<file path="src/rtl/core/mctf_pkg.sv">
`default_nettype none
package mctf_pkg;

    localparam int LINE_BYTES  = 32;
    localparam int FLUSH_LIMIT = 8;
    localparam int HEAD_DEPTH  = LINE_BYTES - FLUSH_LIMIT - 1;
    localparam int QUEUE_DEPTH = 4;

    localparam int POS_W   = $clog2(LINE_BYTES);
    localparam int OFF_W   = 5;
    localparam int BYTE_W  = 8;
    localparam int HIDX_W  = $clog2(HEAD_DEPTH);
    localparam int HCNT_W  = $clog2(HEAD_DEPTH + 1);
    localparam int QPTR_W  = $clog2(QUEUE_DEPTH);

    localparam logic [POS_W:0]  LINE_BYTES_V  = (POS_W + 1)'(LINE_BYTES);
    localparam logic [POS_W:0]  FLUSH_LIMIT_V = (POS_W + 1)'(FLUSH_LIMIT);
    localparam logic [HCNT_W-1:0] HEAD_DEPTH_V = HCNT_W'(HEAD_DEPTH);
    localparam logic [QPTR_W:0] QUEUE_DEPTH_V = (QPTR_W + 1)'(QUEUE_DEPTH);

    typedef enum logic [1:0] {
        REGION_START = 2'd0,
        REGION_DATA  = 2'd1,
        REGION_NULL  = 2'd2
    } t_region;

    typedef enum logic [1:0] {
        TAIL_NONE  = 2'd0,
        TAIL_FLUSH = 2'd1,
        TAIL_PAD   = 2'd2
    } t_tail;

    typedef enum logic [1:0] {
        BK_MAIN  = 2'd0,
        BK_FLUSH = 2'd1,
        BK_PAD   = 2'd2
    } t_back_state;

    typedef struct packed {
        logic [BYTE_W-1:0] data;
        t_region           region;
        logic [OFF_W-1:0]  offset;
        t_tail             tail;
        logic [POS_W-1:0]  pad_start;
        logic [HIDX_W-1:0] pad_last;
        logic [HCNT_W-1:0] head_lim;
    } t_job;

    typedef struct packed {
        logic              pad_done;
        logic [HIDX_W-1:0] rd_idx;
    } t_back_ctl;

    function automatic logic [OFF_W-1:0] to_offset(input logic [POS_W:0] pos);
        return pos[OFF_W-1:0];
    endfunction

endpackage
`default_nettype wire

</file>
<file path="src/rtl/core/mailbox_cacheline_tx_framer_top.sv">
// Mailbox cache-line transmit framer. Each packet byte becomes one mailbox byte
// write: bytes of the first 32-byte line target the packet-start region, later
// lines the packet-data region, each tagged with its offset in the line. A packet
// ending on a partial line of 9 or more bytes is followed by padding writes that
// replay the packet's first bytes, or zeros past its end, up to the line end; one
// of 8 bytes or fewer is followed by a single null-region flush write. Packet
// bytes pass at one item per clock unless stalled through a 4-entry queue into a
// registered output stage; the output side emits one write per cycle unless
// i_stall holds it, and a packet end adds one flush write or up to 23 padding
// writes. While a padding run is pending or being emitted, the input stalls,
// since the run reads the head store that the next packet would overwrite.
`default_nettype none
module mailbox_cacheline_tx_framer_top (
    input  wire logic                        i_clk,
    input  wire logic                        i_rst_n,
    input  wire logic                        i_valid,
    output logic                             o_stall,
    input  wire logic [mctf_pkg::BYTE_W-1:0] i_data_byte,
    input  wire logic                        i_end_of_packet,
    output logic                             o_valid,
    input  wire logic                        i_stall,
    output logic [1:0]                       o_region,
    output logic [mctf_pkg::OFF_W-1:0]       o_line_offset,
    output logic [mctf_pkg::BYTE_W-1:0]      o_write_byte,
    output logic                             o_is_padding,
    output logic                             o_run_last
);

    logic                        q_full;
    logic                        push;
    logic                        pop;
    logic                        q_valid;
    mctf_pkg::t_job              job_in;
    mctf_pkg::t_job              job_out;
    mctf_pkg::t_back_ctl         back_ctl;
    logic [mctf_pkg::BYTE_W-1:0] head_rd_data;

    mctf_front u_front (
        .i_clk           (i_clk),
        .i_rst_n         (i_rst_n),
        .i_valid         (i_valid),
        .o_stall         (o_stall),
        .i_data_byte     (i_data_byte),
        .i_end_of_packet (i_end_of_packet),
        .i_q_full        (q_full),
        .o_push          (push),
        .o_job           (job_in),
        .i_back_ctl      (back_ctl),
        .o_head_rd_data  (head_rd_data)
    );

    mctf_queue u_queue (
        .i_clk   (i_clk),
        .i_rst_n (i_rst_n),
        .i_push  (push),
        .i_job   (job_in),
        .o_full  (q_full),
        .i_pop   (pop),
        .o_valid (q_valid),
        .o_job   (job_out)
    );

    mctf_back u_back (
        .i_clk          (i_clk),
        .i_rst_n        (i_rst_n),
        .i_q_valid      (q_valid),
        .i_job          (job_out),
        .o_pop          (pop),
        .o_back_ctl     (back_ctl),
        .i_head_rd_data (head_rd_data),
        .o_valid        (o_valid),
        .i_stall        (i_stall),
        .o_region       (o_region),
        .o_line_offset  (o_line_offset),
        .o_write_byte   (o_write_byte),
        .o_is_padding   (o_is_padding),
        .o_run_last     (o_run_last)
    );

endmodule
`default_nettype wire

</file>
<file path="src/rtl/core/mctf_front.sv">
`default_nettype none
module mctf_front (
    input  wire logic                         i_clk,
    input  wire logic                         i_rst_n,
    input  wire logic                         i_valid,
    output logic                              o_stall,
    input  wire logic [mctf_pkg::BYTE_W-1:0]  i_data_byte,
    input  wire logic                         i_end_of_packet,
    input  wire logic                         i_q_full,
    output logic                              o_push,
    output mctf_pkg::t_job                    o_job,
    input  wire mctf_pkg::t_back_ctl          i_back_ctl,
    output logic [mctf_pkg::BYTE_W-1:0]       o_head_rd_data
);

    logic [mctf_pkg::POS_W-1:0]  r_pos, n_pos;
    logic                        r_first, n_first;
    logic [mctf_pkg::HCNT_W-1:0] r_head_cnt, n_head_cnt;
    logic                        r_pad_busy, n_pad_busy;
    logic [mctf_pkg::BYTE_W-1:0] r_head [mctf_pkg::HEAD_DEPTH];

    logic [mctf_pkg::POS_W:0]    filled;
    logic [mctf_pkg::POS_W:0]    pad_last_full;
    logic                        wrap;
    logic                        head_wr;
    logic [mctf_pkg::HCNT_W-1:0] head_lim;

    assign o_stall = i_q_full || r_pad_busy;
    assign o_push  = i_valid && !o_stall;

    assign filled        = {1'b0, r_pos} + 1'b1;
    assign wrap          = (filled == mctf_pkg::LINE_BYTES_V);
    assign pad_last_full = mctf_pkg::LINE_BYTES_V - filled - 1'b1;
    assign head_wr       = (r_head_cnt < mctf_pkg::HEAD_DEPTH_V);
    assign head_lim      = head_wr ? r_head_cnt + 1'b1 : r_head_cnt;

    assign o_head_rd_data = r_head[i_back_ctl.rd_idx];

    always_comb begin
        o_job.data      = i_data_byte;
        o_job.region    = r_first ? mctf_pkg::REGION_START : mctf_pkg::REGION_DATA;
        o_job.offset    = mctf_pkg::to_offset({1'b0, r_pos});
        o_job.pad_start = filled[mctf_pkg::POS_W-1:0];
        o_job.pad_last  = pad_last_full[mctf_pkg::HIDX_W-1:0];
        o_job.head_lim  = head_lim;
        priority if (!i_end_of_packet || wrap) begin
            o_job.tail = mctf_pkg::TAIL_NONE;
        end else if (filled <= mctf_pkg::FLUSH_LIMIT_V) begin
            o_job.tail = mctf_pkg::TAIL_FLUSH;
        end else begin
            o_job.tail = mctf_pkg::TAIL_PAD;
        end
    end

    always_comb begin
        n_pos      = r_pos;
        n_first    = r_first;
        n_head_cnt = r_head_cnt;
        n_pad_busy = r_pad_busy;
        if (i_back_ctl.pad_done) begin
            n_pad_busy = 1'b0;
        end
        if (o_push) begin
            n_head_cnt = head_lim;
            if (i_end_of_packet) begin
                n_pos      = '0;
                n_first    = 1'b1;
                n_head_cnt = '0;
                n_pad_busy = (o_job.tail == mctf_pkg::TAIL_PAD);
            end else if (wrap) begin
                n_pos   = '0;
                n_first = 1'b0;
            end else begin
                n_pos = filled[mctf_pkg::POS_W-1:0];
            end
        end
    end

    always_ff @(posedge i_clk) begin
        if (!i_rst_n) begin
            r_pos      <= '0;
            r_first    <= 1'b1;
            r_head_cnt <= '0;
            r_pad_busy <= 1'b0;
        end else begin
            r_pos      <= n_pos;
            r_first    <= n_first;
            r_head_cnt <= n_head_cnt;
            r_pad_busy <= n_pad_busy;
        end
    end

    always_ff @(posedge i_clk) begin
        if (o_push && head_wr) begin
            r_head[r_head_cnt[mctf_pkg::HIDX_W-1:0]] <= i_data_byte;
        end
    end

endmodule
`default_nettype wire

</file>
<file path="src/rtl/core/mctf_queue.sv">
`default_nettype none
module mctf_queue (
    input  wire logic           i_clk,
    input  wire logic           i_rst_n,
    input  wire logic           i_push,
    input  wire mctf_pkg::t_job i_job,
    output logic                o_full,
    input  wire logic           i_pop,
    output logic                o_valid,
    output mctf_pkg::t_job      o_job
);

    mctf_pkg::t_job              r_mem [mctf_pkg::QUEUE_DEPTH];
    logic [mctf_pkg::QPTR_W-1:0] r_wr, n_wr;
    logic [mctf_pkg::QPTR_W-1:0] r_rd, n_rd;
    logic [mctf_pkg::QPTR_W:0]   r_cnt, n_cnt;

    assign o_full  = (r_cnt == mctf_pkg::QUEUE_DEPTH_V);
    assign o_valid = (r_cnt != '0);
    assign o_job   = r_mem[r_rd];

    always_comb begin
        n_wr  = r_wr;
        n_rd  = r_rd;
        n_cnt = r_cnt;
        if (i_push) begin
            n_wr = r_wr + 1'b1;
        end
        if (i_pop) begin
            n_rd = r_rd + 1'b1;
        end
        unique case ({i_push, i_pop})
            2'b10:   n_cnt = r_cnt + 1'b1;
            2'b01:   n_cnt = r_cnt - 1'b1;
            default: n_cnt = r_cnt;
        endcase
    end

    always_ff @(posedge i_clk) begin
        if (!i_rst_n) begin
            r_wr  <= '0;
            r_rd  <= '0;
            r_cnt <= '0;
        end else begin
            r_wr  <= n_wr;
            r_rd  <= n_rd;
            r_cnt <= n_cnt;
        end
    end

    always_ff @(posedge i_clk) begin
        if (i_push) begin
            r_mem[r_wr] <= i_job;
        end
    end

endmodule
`default_nettype wire

</file>
<file path="src/rtl/core/mctf_back.sv">
`default_nettype none
module mctf_back (
    input  wire logic                        i_clk,
    input  wire logic                        i_rst_n,
    input  wire logic                        i_q_valid,
    input  wire mctf_pkg::t_job              i_job,
    output logic                             o_pop,
    output mctf_pkg::t_back_ctl              o_back_ctl,
    input  wire logic [mctf_pkg::BYTE_W-1:0] i_head_rd_data,
    output logic                             o_valid,
    input  wire logic                        i_stall,
    output logic [1:0]                       o_region,
    output logic [mctf_pkg::OFF_W-1:0]       o_line_offset,
    output logic [mctf_pkg::BYTE_W-1:0]      o_write_byte,
    output logic                             o_is_padding,
    output logic                             o_run_last
);

    mctf_pkg::t_back_state       r_state, n_state;
    logic [mctf_pkg::HIDX_W-1:0] r_idx, n_idx;
    logic [mctf_pkg::HIDX_W-1:0] r_last_idx, n_last_idx;
    logic [mctf_pkg::POS_W-1:0]  r_pad_pos, n_pad_pos;
    logic [mctf_pkg::HCNT_W-1:0] r_lim, n_lim;

    logic                        r_out_valid, n_out_valid;
    mctf_pkg::t_region           r_region, n_region;
    logic [mctf_pkg::OFF_W-1:0]  r_offset, n_offset;
    logic [mctf_pkg::BYTE_W-1:0] r_byte, n_byte;
    logic                        r_pad, n_pad;
    logic                        r_last, n_last;

    logic adv;
    logic pad_end;

    assign adv     = !r_out_valid || !i_stall;
    assign o_pop   = (r_state == mctf_pkg::BK_MAIN) && adv && i_q_valid;
    assign pad_end = (r_state == mctf_pkg::BK_PAD) && adv && (r_idx == r_last_idx);

    assign o_back_ctl.pad_done = pad_end;
    assign o_back_ctl.rd_idx   = r_idx;

    assign o_valid       = r_out_valid;
    assign o_region      = r_region;
    assign o_line_offset = r_offset;
    assign o_write_byte  = r_byte;
    assign o_is_padding  = r_pad;
    assign o_run_last    = r_last;

    always_comb begin
        n_state = r_state;
        unique case (r_state)
            mctf_pkg::BK_MAIN: begin
                if (o_pop) begin
                    unique case (i_job.tail)
                        mctf_pkg::TAIL_FLUSH: n_state = mctf_pkg::BK_FLUSH;
                        mctf_pkg::TAIL_PAD:   n_state = mctf_pkg::BK_PAD;
                        default:              n_state = mctf_pkg::BK_MAIN;
                    endcase
                end
            end
            mctf_pkg::BK_FLUSH: begin
                if (adv) begin
                    n_state = mctf_pkg::BK_MAIN;
                end
            end
            mctf_pkg::BK_PAD: begin
                if (pad_end) begin
                    n_state = mctf_pkg::BK_MAIN;
                end
            end
            default: n_state = mctf_pkg::BK_MAIN;
        endcase
    end

    always_comb begin
        n_out_valid = !adv;
        n_region    = r_region;
        n_offset    = r_offset;
        n_byte      = r_byte;
        n_pad       = r_pad;
        n_last      = r_last;
        n_idx       = r_idx;
        n_last_idx  = r_last_idx;
        n_pad_pos   = r_pad_pos;
        n_lim       = r_lim;
        unique case (r_state)
            mctf_pkg::BK_MAIN: begin
                if (o_pop) begin
                    n_out_valid = 1'b1;
                    n_region    = i_job.region;
                    n_offset    = i_job.offset;
                    n_byte      = i_job.data;
                    n_pad       = 1'b0;
                    n_last      = (i_job.tail == mctf_pkg::TAIL_NONE);
                    n_idx       = '0;
                    n_last_idx  = i_job.pad_last;
                    n_pad_pos   = i_job.pad_start;
                    n_lim       = i_job.head_lim;
                end
            end
            mctf_pkg::BK_FLUSH: begin
                if (adv) begin
                    n_out_valid = 1'b1;
                    n_region    = mctf_pkg::REGION_NULL;
                    n_offset    = '0;
                    n_byte      = '0;
                    n_pad       = 1'b0;
                    n_last      = 1'b1;
                end
            end
            mctf_pkg::BK_PAD: begin
                if (adv) begin
                    n_out_valid = 1'b1;
                    n_region    = mctf_pkg::REGION_DATA;
                    n_offset    = mctf_pkg::to_offset({1'b0, r_pad_pos});
                    n_byte      = (mctf_pkg::HCNT_W'(r_idx) < r_lim) ? i_head_rd_data : '0;
                    n_pad       = 1'b1;
                    n_last      = (r_idx == r_last_idx);
                    n_idx       = r_idx + 1'b1;
                    n_pad_pos   = r_pad_pos + 1'b1;
                end
            end
            default: begin
                n_out_valid = !adv;
            end
        endcase
    end

    always_ff @(posedge i_clk) begin
        if (!i_rst_n) begin
            r_state     <= mctf_pkg::BK_MAIN;
            r_out_valid <= 1'b0;
        end else begin
            r_state     <= n_state;
            r_out_valid <= n_out_valid;
        end
    end

    always_ff @(posedge i_clk) begin
        r_region   <= n_region;
        r_offset   <= n_offset;
        r_byte     <= n_byte;
        r_pad      <= n_pad;
        r_last     <= n_last;
        r_idx      <= n_idx;
        r_last_idx <= n_last_idx;
        r_pad_pos  <= n_pad_pos;
        r_lim      <= n_lim;
    end

endmodule
`default_nettype wire
</file>
<file path="config.mk">
export PLATFORM = sky130hd
export DESIGN_NAME = mailbox_cacheline_tx_framer_top
export DESIGN_NICKNAME = d
export VERILOG_FILES = /design/src/rtl/core/mctf_pkg.sv /design/src/rtl/core/mailbox_cacheline_tx_framer_top.sv /design/src/rtl/core/mctf_front.sv /design/src/rtl/core/mctf_queue.sv /design/src/rtl/core/mctf_back.sv
export SDC_FILE = /design/constraint.sdc
export NUM_CORES = 1
export LEC_CHECK = 0
export BUFFER_PORTS_ARGS = -buffer_cell sky130_fd_sc_hd__buf_4
export CAP_MARGIN = 10
export CORE_MARGIN = 8
export CORE_UTILIZATION = 30
export DETAILED_ROUTE_END_ITERATION = 16
export GPL_ROUTABILITY_DRIVEN = 1
export MAX_ROUTING_LAYER = met4
export REMOVE_ABC_BUFFERS = 1
export SLEW_MARGIN = 20
export SYNTH_ARGS = -nofsm -noshare
export SYNTH_HDL_FRONTEND = slang
export SYNTH_SLANG_ARGS = --single-unit
</file>
<file path="constraint.sdc">
create_clock -name i_clk -period 2.1 [get_ports i_clk]
set_input_delay 0 -clock i_clk [delete_from_list [all_inputs] [get_ports i_clk]]
set_output_delay 0 -clock i_clk [all_outputs]
set_load 0.01 [all_outputs]
</file>
==> results.toml, run 1 <==
[setup_path]
path_delay_family = "multiplexers"
cp_data_required_time_ns = 2.38
cpPeakStageDelay_ns = 0.52
end_kind = "flop"
path_class = "flop to flop"
path_buf_inv = 2
crit_chain = "buf_12 > mux4_2 > mux2i_2 > buf_4 > o22ai_4 > a211o_1"
path_max_fanout = 9
start_kind = "flop"
critPathArrivalTime_ns = 2.35
critPathSlowestCell = "mux4_2"

[floorplan]
num_rows = 81
start_util_pct = 30.3
core_region_area_um2 = 49000
die_w_um = 239
die_y_um = 239
fp.dieArea_um2 = 56900
design.portCount = 32

[cells_and_area]
diodes = 0
design_area_um2 = 18200
largest_register_ffs = 184
num-fill-cells = 4505
drive_above_1_share_pct = 31.4
syn2layout_area_growth_pct = 22.4
num-nets-final = 998

[global_route]
grt_pass1_vias = 7973
gr-total-overflow = 0
grt_usage_pct = 11.5
grt_antenna_before_repair = 0
grt_pass1_wl_mm = 49.1
grt_max_degree = 31

[sta]
setup_viol = 0
rsz0062_at_grt = "yes"
max_slew_margin_pct = 64.3
period_share_pct = 98.8
slew_violations = 0
period_needed_ns = 2.07
hold_viol = 0
tns_ns = 0
fin_skew_ns = 0.0191
max_freq_mhz = 482
tightest_slew_ns = 0.532
fin_hold_ws_ns = 0.103

[placement]
globalplace.congestion = 0.769
placed_area_um2 = 16500
io_buffers = 31
hpwl_mm = 20.4

[synthesis]
ys_seq_area_share_pct = 72.8
synthCells = 819
synth_top_cell_by_area = "edfxtp_1"
yosys_register_bits = 370
synth_top_cell_area_share_pct = 68.9
synth_edf_count = 341
synth_cell_types = 54
async_flop_share_pct = 0
synthTopCellsByArea = "edfxtp_1, mux4_2, dfxtp_1"
synth_area_um2 = 14900
ys.flop_type = "edfxtp_1"
synth_area_per_cell_um2 = 18.1
yosys_warnings = 0

[route]
dr.pass1.iters = 5
drt.antenna.violating_nets = 0
wl_mm = 32.2
wl_per_cell_um = 19.5
drtIter0Drc = 598
vias = 7656
drc = 0
routed_via_density = 4.63

[clock_network]
cts_tree = "built"
clk_pin_slew_worst_paths_ns = 0.06
worst_skew_pair.late_latency_ns = 0.53
clock_tree.htree_level_count = 2
cts_buffers = 38
cts_root_buf = "clkbuf_16"
cts_sinks = 370
clock_path_buffers = 3

[run_status]
status = "complete, no violations"

[power_and_ir_drop]
comb_power_share_pct = 28.6
p_leak_nw = 6.06
pwr-share-seq_pct = 42.3
clkPwrFrac_pct = 29.1
peakVddDrop_v = 0.000546
power.share.switching_pct = 28.7
pwr_density_cell_nw_per_um2 = 1250
power.switching_mw = 6.50
total_power_mw = 22.7
p_int_mw = 16.2

[min_path]
hp-class = "input pin to flop"

[run]
maxCapViolCount = 0
cells by family after synthesis:
kind of cell / count (synthesis) / synth area share [%]
buf+inv: 68 / 2.05
compound gates: 76 / 3.52
simple gates: 151 / 4.98
flops: 370 / 72.8
xor+xnor: 22 / 1.30
mux: 111 / 13.5
fa+ha+maj: 21 / 1.82
worst min-delay path, stage by stage:
cell	delay, ns
buf_4	0.12
inv_1	0.12
a211oi_4	0.07
buf_6	0.16
nand2_1	0.06
a21boi_0	0.06
worst paths after layout:
| check | slack [ns] | cells past startpoint | startpoint | to |
|---|---|---|---|---|
| setup / recovery | 0.03 | 6 | flop | u_back.o_write_byte[0] |
| hold / removal | 0.10 | 6 | i_valid | u_front.r_pad_busy |
| setup reg to reg | 0.03 | 6 | flop | u_back.o_write_byte[0] |
| hold reg to reg | 0.52 | 2 | u_queue.r_wr[1] | u_queue.r_wr[1] |
timing repair:
action	CTS	global route
pin swaps	5	11
endpoints found under the hold margin	248	0
setup endpoints to repair	57	84
resized for setup	19	21
hold buffers	12	0
cloned	0	1
buffers inserted	5	14
cell usage in the layout (no fill, tap or decap), drive strengths merged, types with 16 or more instances in the layout:
cell type	netlist	layout
and2	17	17
buf	13	128
clkbuf	23	42
clkinv	0	16
dfxtp	29	29
edfxtp	341	341
ha	20	20
inv	32	34
mux2i	27	27
mux4	70	70
nand2	42	42
nor2	35	35
nor2b	17	17
o21ai	28	28
power by group through the flow:
| stage | Combinational [mW] | Sequential [mW] | Clock [mW] |
|---|---|---|---|
| 2_1_floorplan | 3.01 | 10.1 | 0 |
| 6_report | 6.49 | 9.59 | 6.62 |
| 3_3_place_gp | 5.87 | 9.71 | 0 |
| 4_1_cts | 6.23 | 9.59 | 6.80 |
| 3_5_place_dp | 5.94 | 9.74 | 0 |
| 5_1_grt | 7.00 | 9.67 | 7.04 |
metal layers:
metal	track usage, %	vias up	wire length (um)
met4	3.85	0	804
met2	18.8	160	15700
met5	-	-	0
met3	1.91	55	1420
met1	14.6	3953	14200
li1	-	3488	-
cell usage after synthesis (all sizes together) (6+ instances only):
cell	number
edfxtp	341
mux4	70
nand2	42
nor2	35
inv	32
dfxtp	29
o21ai	28
mux2i	27
clkbuf	23
ha	20
and2	17
nor2b	17
mux2	14
nand3	14
buf	13
xor2	13
a21oi	10
xnor2	9
a211o	8
o22ai	8
and3	7
nor3	6
per-stage QoR:
step | instances | setup WS [ns] | util (%)
3_3_place_gp | 1556 | -0.210 | 33.6
6_report | 1653 | 0.0262 | 37.1
3_5_place_dp | 1556 | -0.242 | 33.6
2_1_floorplan | 783 | -1.32 | -
5_1_grt | 1653 | -0.0472 | 37.1
4_1_cts | 1638 | 0.00473 | 36.7
final cells by class:
type | instances | area [um2] | share of cell area (%)
Timing Repair Buffer | 141 | 1280 | 7.04
Sequential cell | 370 | 10800 | 59.6
Clock buffer | 41 | 983 | 5.41
Tap cell | 664 | 831 | 4.57
Multi-Input combinational cell | 381 | 3900 | 21.4
Inverter | 32 | 120 | 0.661
Clock inverter | 24 | 234 | 1.29
Note: power is estimated with default switching activity, not from simulation.
==> run 2: changes to the inputs <==
Clock period 2.1 ns to 1.8 ns, I/O delays scaled along.
==> results.toml, run 2 (same netlist as run 1, synthesis figures left out) <==
[run_status]
status = "finished, violations left"
violations = "setup timing"

[min_path]
min_to = "u_front.r_head_cnt[0]"
whs_path_depth = 7
hp-class = "input pin to flop"
hold_path.startpoint = "i_valid"

[setup_path]
path_max_fanout = 10
setup.reg_to_reg.worst_slack_ns = -0.21
critPathSlowestCell = "mux4_2"
path_buf_inv = 2
start_kind = "flop"
cp_data_required_time_ns = 2.08
r2r_cells = 6
crit_chain = "buf_12 > mux4_2 > mux2i_1 > buf_4 > o22ai_4 > a211o_1"
path_delay_family = "multiplexers"
end_kind = "flop"
path_class = "flop to flop"
critPathArrivalTime_ns = 2.30
cpPeakStageDelay_ns = 0.53
reg2reg_to = "u_back.o_write_byte[5]"

[global_route]
gr-total-overflow = 0
grt_antenna_before_repair = 0
grt_pass1_wl_mm = 49.9
grt_pass1_vias = 8033
grt_max_degree = 31
grt_usage_pct = 11.8

[cells_and_area]
drive_above_1_share_pct = 34.9
num-nets-final = 1024
final_common_cell = "edfxtp_1"
diodes = 0
final_cell_mix = "edfxtp_1, buf_4, mux4_2"
largest_register_ffs = 184
fin_util_pct = 38.1
fin_cells = 1683
syn2layout_area_growth_pct = 25.6
design_area_um2 = 18700

[sta]
tightest_slew_ns = 0.496
fin_skew_ns = 0.0228
max_slew_margin_pct = 66.9
slew_violations = 0
setup_viol = 76
fin_hold_ws_ns = 0.156
period_needed_ns = 2.01
max_freq_mhz = 496
hold_viol = 0
setup_slack_ns = -0.215
period_share_pct = 112
rsz0062_at_grt = "yes"

[placement]
place_inst = 1585
pre_cts_ws_ns = -0.397
io_buffers = 31
placed_area_um2 = 16800
globalplace.congestion = 0.763
hpwl_mm = 20.8

[clock_network]
clock_tree.htree_level_count = 2
cts_tree = "built"
worst_skew_pair.late_latency_ns = 0.53
cts_root_buf = "clkbuf_16"
clock_path_buffers = 3
cts_sinks = 370
clk_pin_slew_worst_paths_ns = 0.06
cts_buffers = 38

[route]
dr.pass1.iters = 5
routed_via_density = 4.58
drtIter0Drc = 470
wl_per_cell_um = 19.2
drc = 0
wl_mm = 32.3
vias = 7705
drt.antenna.violating_nets = 0

[floorplan]
core_region_area_um2 = 49000
fp.dieArea_um2 = 56900
start_util_pct = 30.3
die_w_um = 239
num_rows = 81
die_y_um = 239
design.portCount = 32

[power_and_ir_drop]
pwr_density_cell_nw_per_um2 = 1470
p_leak_nw = 6.26
peakVddDrop_v = 0.000730

[run]
maxCapViolCount = 0
[run 2: cell count changes in the layout (fill, tap and decap cells not counted), moves of 4 or more]
cell      delta
and3_4       +4
buf_12       +5
buf_4        +7
buf_6       +12
buf_8        +4
clkbuf_1     +4
mux2i_1      +4
nor2_1       -9
nor2_2       +4
nor2_4       +5
[run 2: per-stage QoR]
stage               setup TNS, ns  power [mW]
CTS                         -7.31        27.4
floorplan                 -125.78        15.3
global route               -11.90        28.7
detailed placement         -36.63        18.6
finish                      -6.71        27.4
global placement           -31.53        18.5
[run 2: how the worst max path moves through the flow]
stage / cells after the start / startpoint / end
after floorplan: 3 / flop / u_back.o_write_byte[0]
after global placement: 6 / u_back.r_lim[4] / u_back.o_write_byte[4]
after detailed placement: 5 / u_back.r_idx[1] / u_back.o_write_byte[4]
after CTS: 6 / flop / u_back.o_write_byte[6]
after global routing: 7 / u_back.r_idx[2] / u_back.o_write_byte[5]
final: 6 / flop / u_back.o_write_byte[5]
[run 2: what timing repair did]
item	in CTS	in global routing
hold buffers	11	0
cloned	1	0
pin swaps	14	13
endpoints found under the hold margin	248	0
resized for setup	63	26
setup endpoints to repair	258	238
buffers inserted	15	6
[run 2: worst min-delay path: cells and delay by family]
family | cells | cell delay [ns]
buffers and inverters | 3 | 0.31
AO/OA/AOI/OAI | 3 | 0.23
AND/OR/NAND/NOR | 1 | 0.07
[run 2: final cells by class]
type / count / area (um2)
Clock inverter: 23 / 274
Multi-Input combinational cell: 381 / 3980
Fill cell: 4451 / 30300
Clock buffer: 46 / 1010
Timing Repair Buffer: 167 / 1590
Tap cell: 664 / 831
Sequential cell: 370 / 10800
Inverter: 32 / 124
[run 2: layer usage]
| layer | track usage, % | vias up | wire length (um) |
|---|---|---|---|
| li1 | - | 3536 | - |
| met5 | - | - | 0 |
| met1 | 15.4 | 3967 | 14400 |
| met2 | 19.1 | 148 | 15800 |
| met3 | 1.87 | 54 | 1320 |
| met4 | 3.13 | 0 | 748 |
[run 2: power breakdown]
part / switching (mW) / leakage (nW) / internal (mW)
Clock: 3.19 / 0.634 / 4.88
Sequential: 0.512 / 3.33 / 10.7
Combinational: 3.97 / 2.29 / 4.16
Total: 7.67 / 6.26 / 19.7
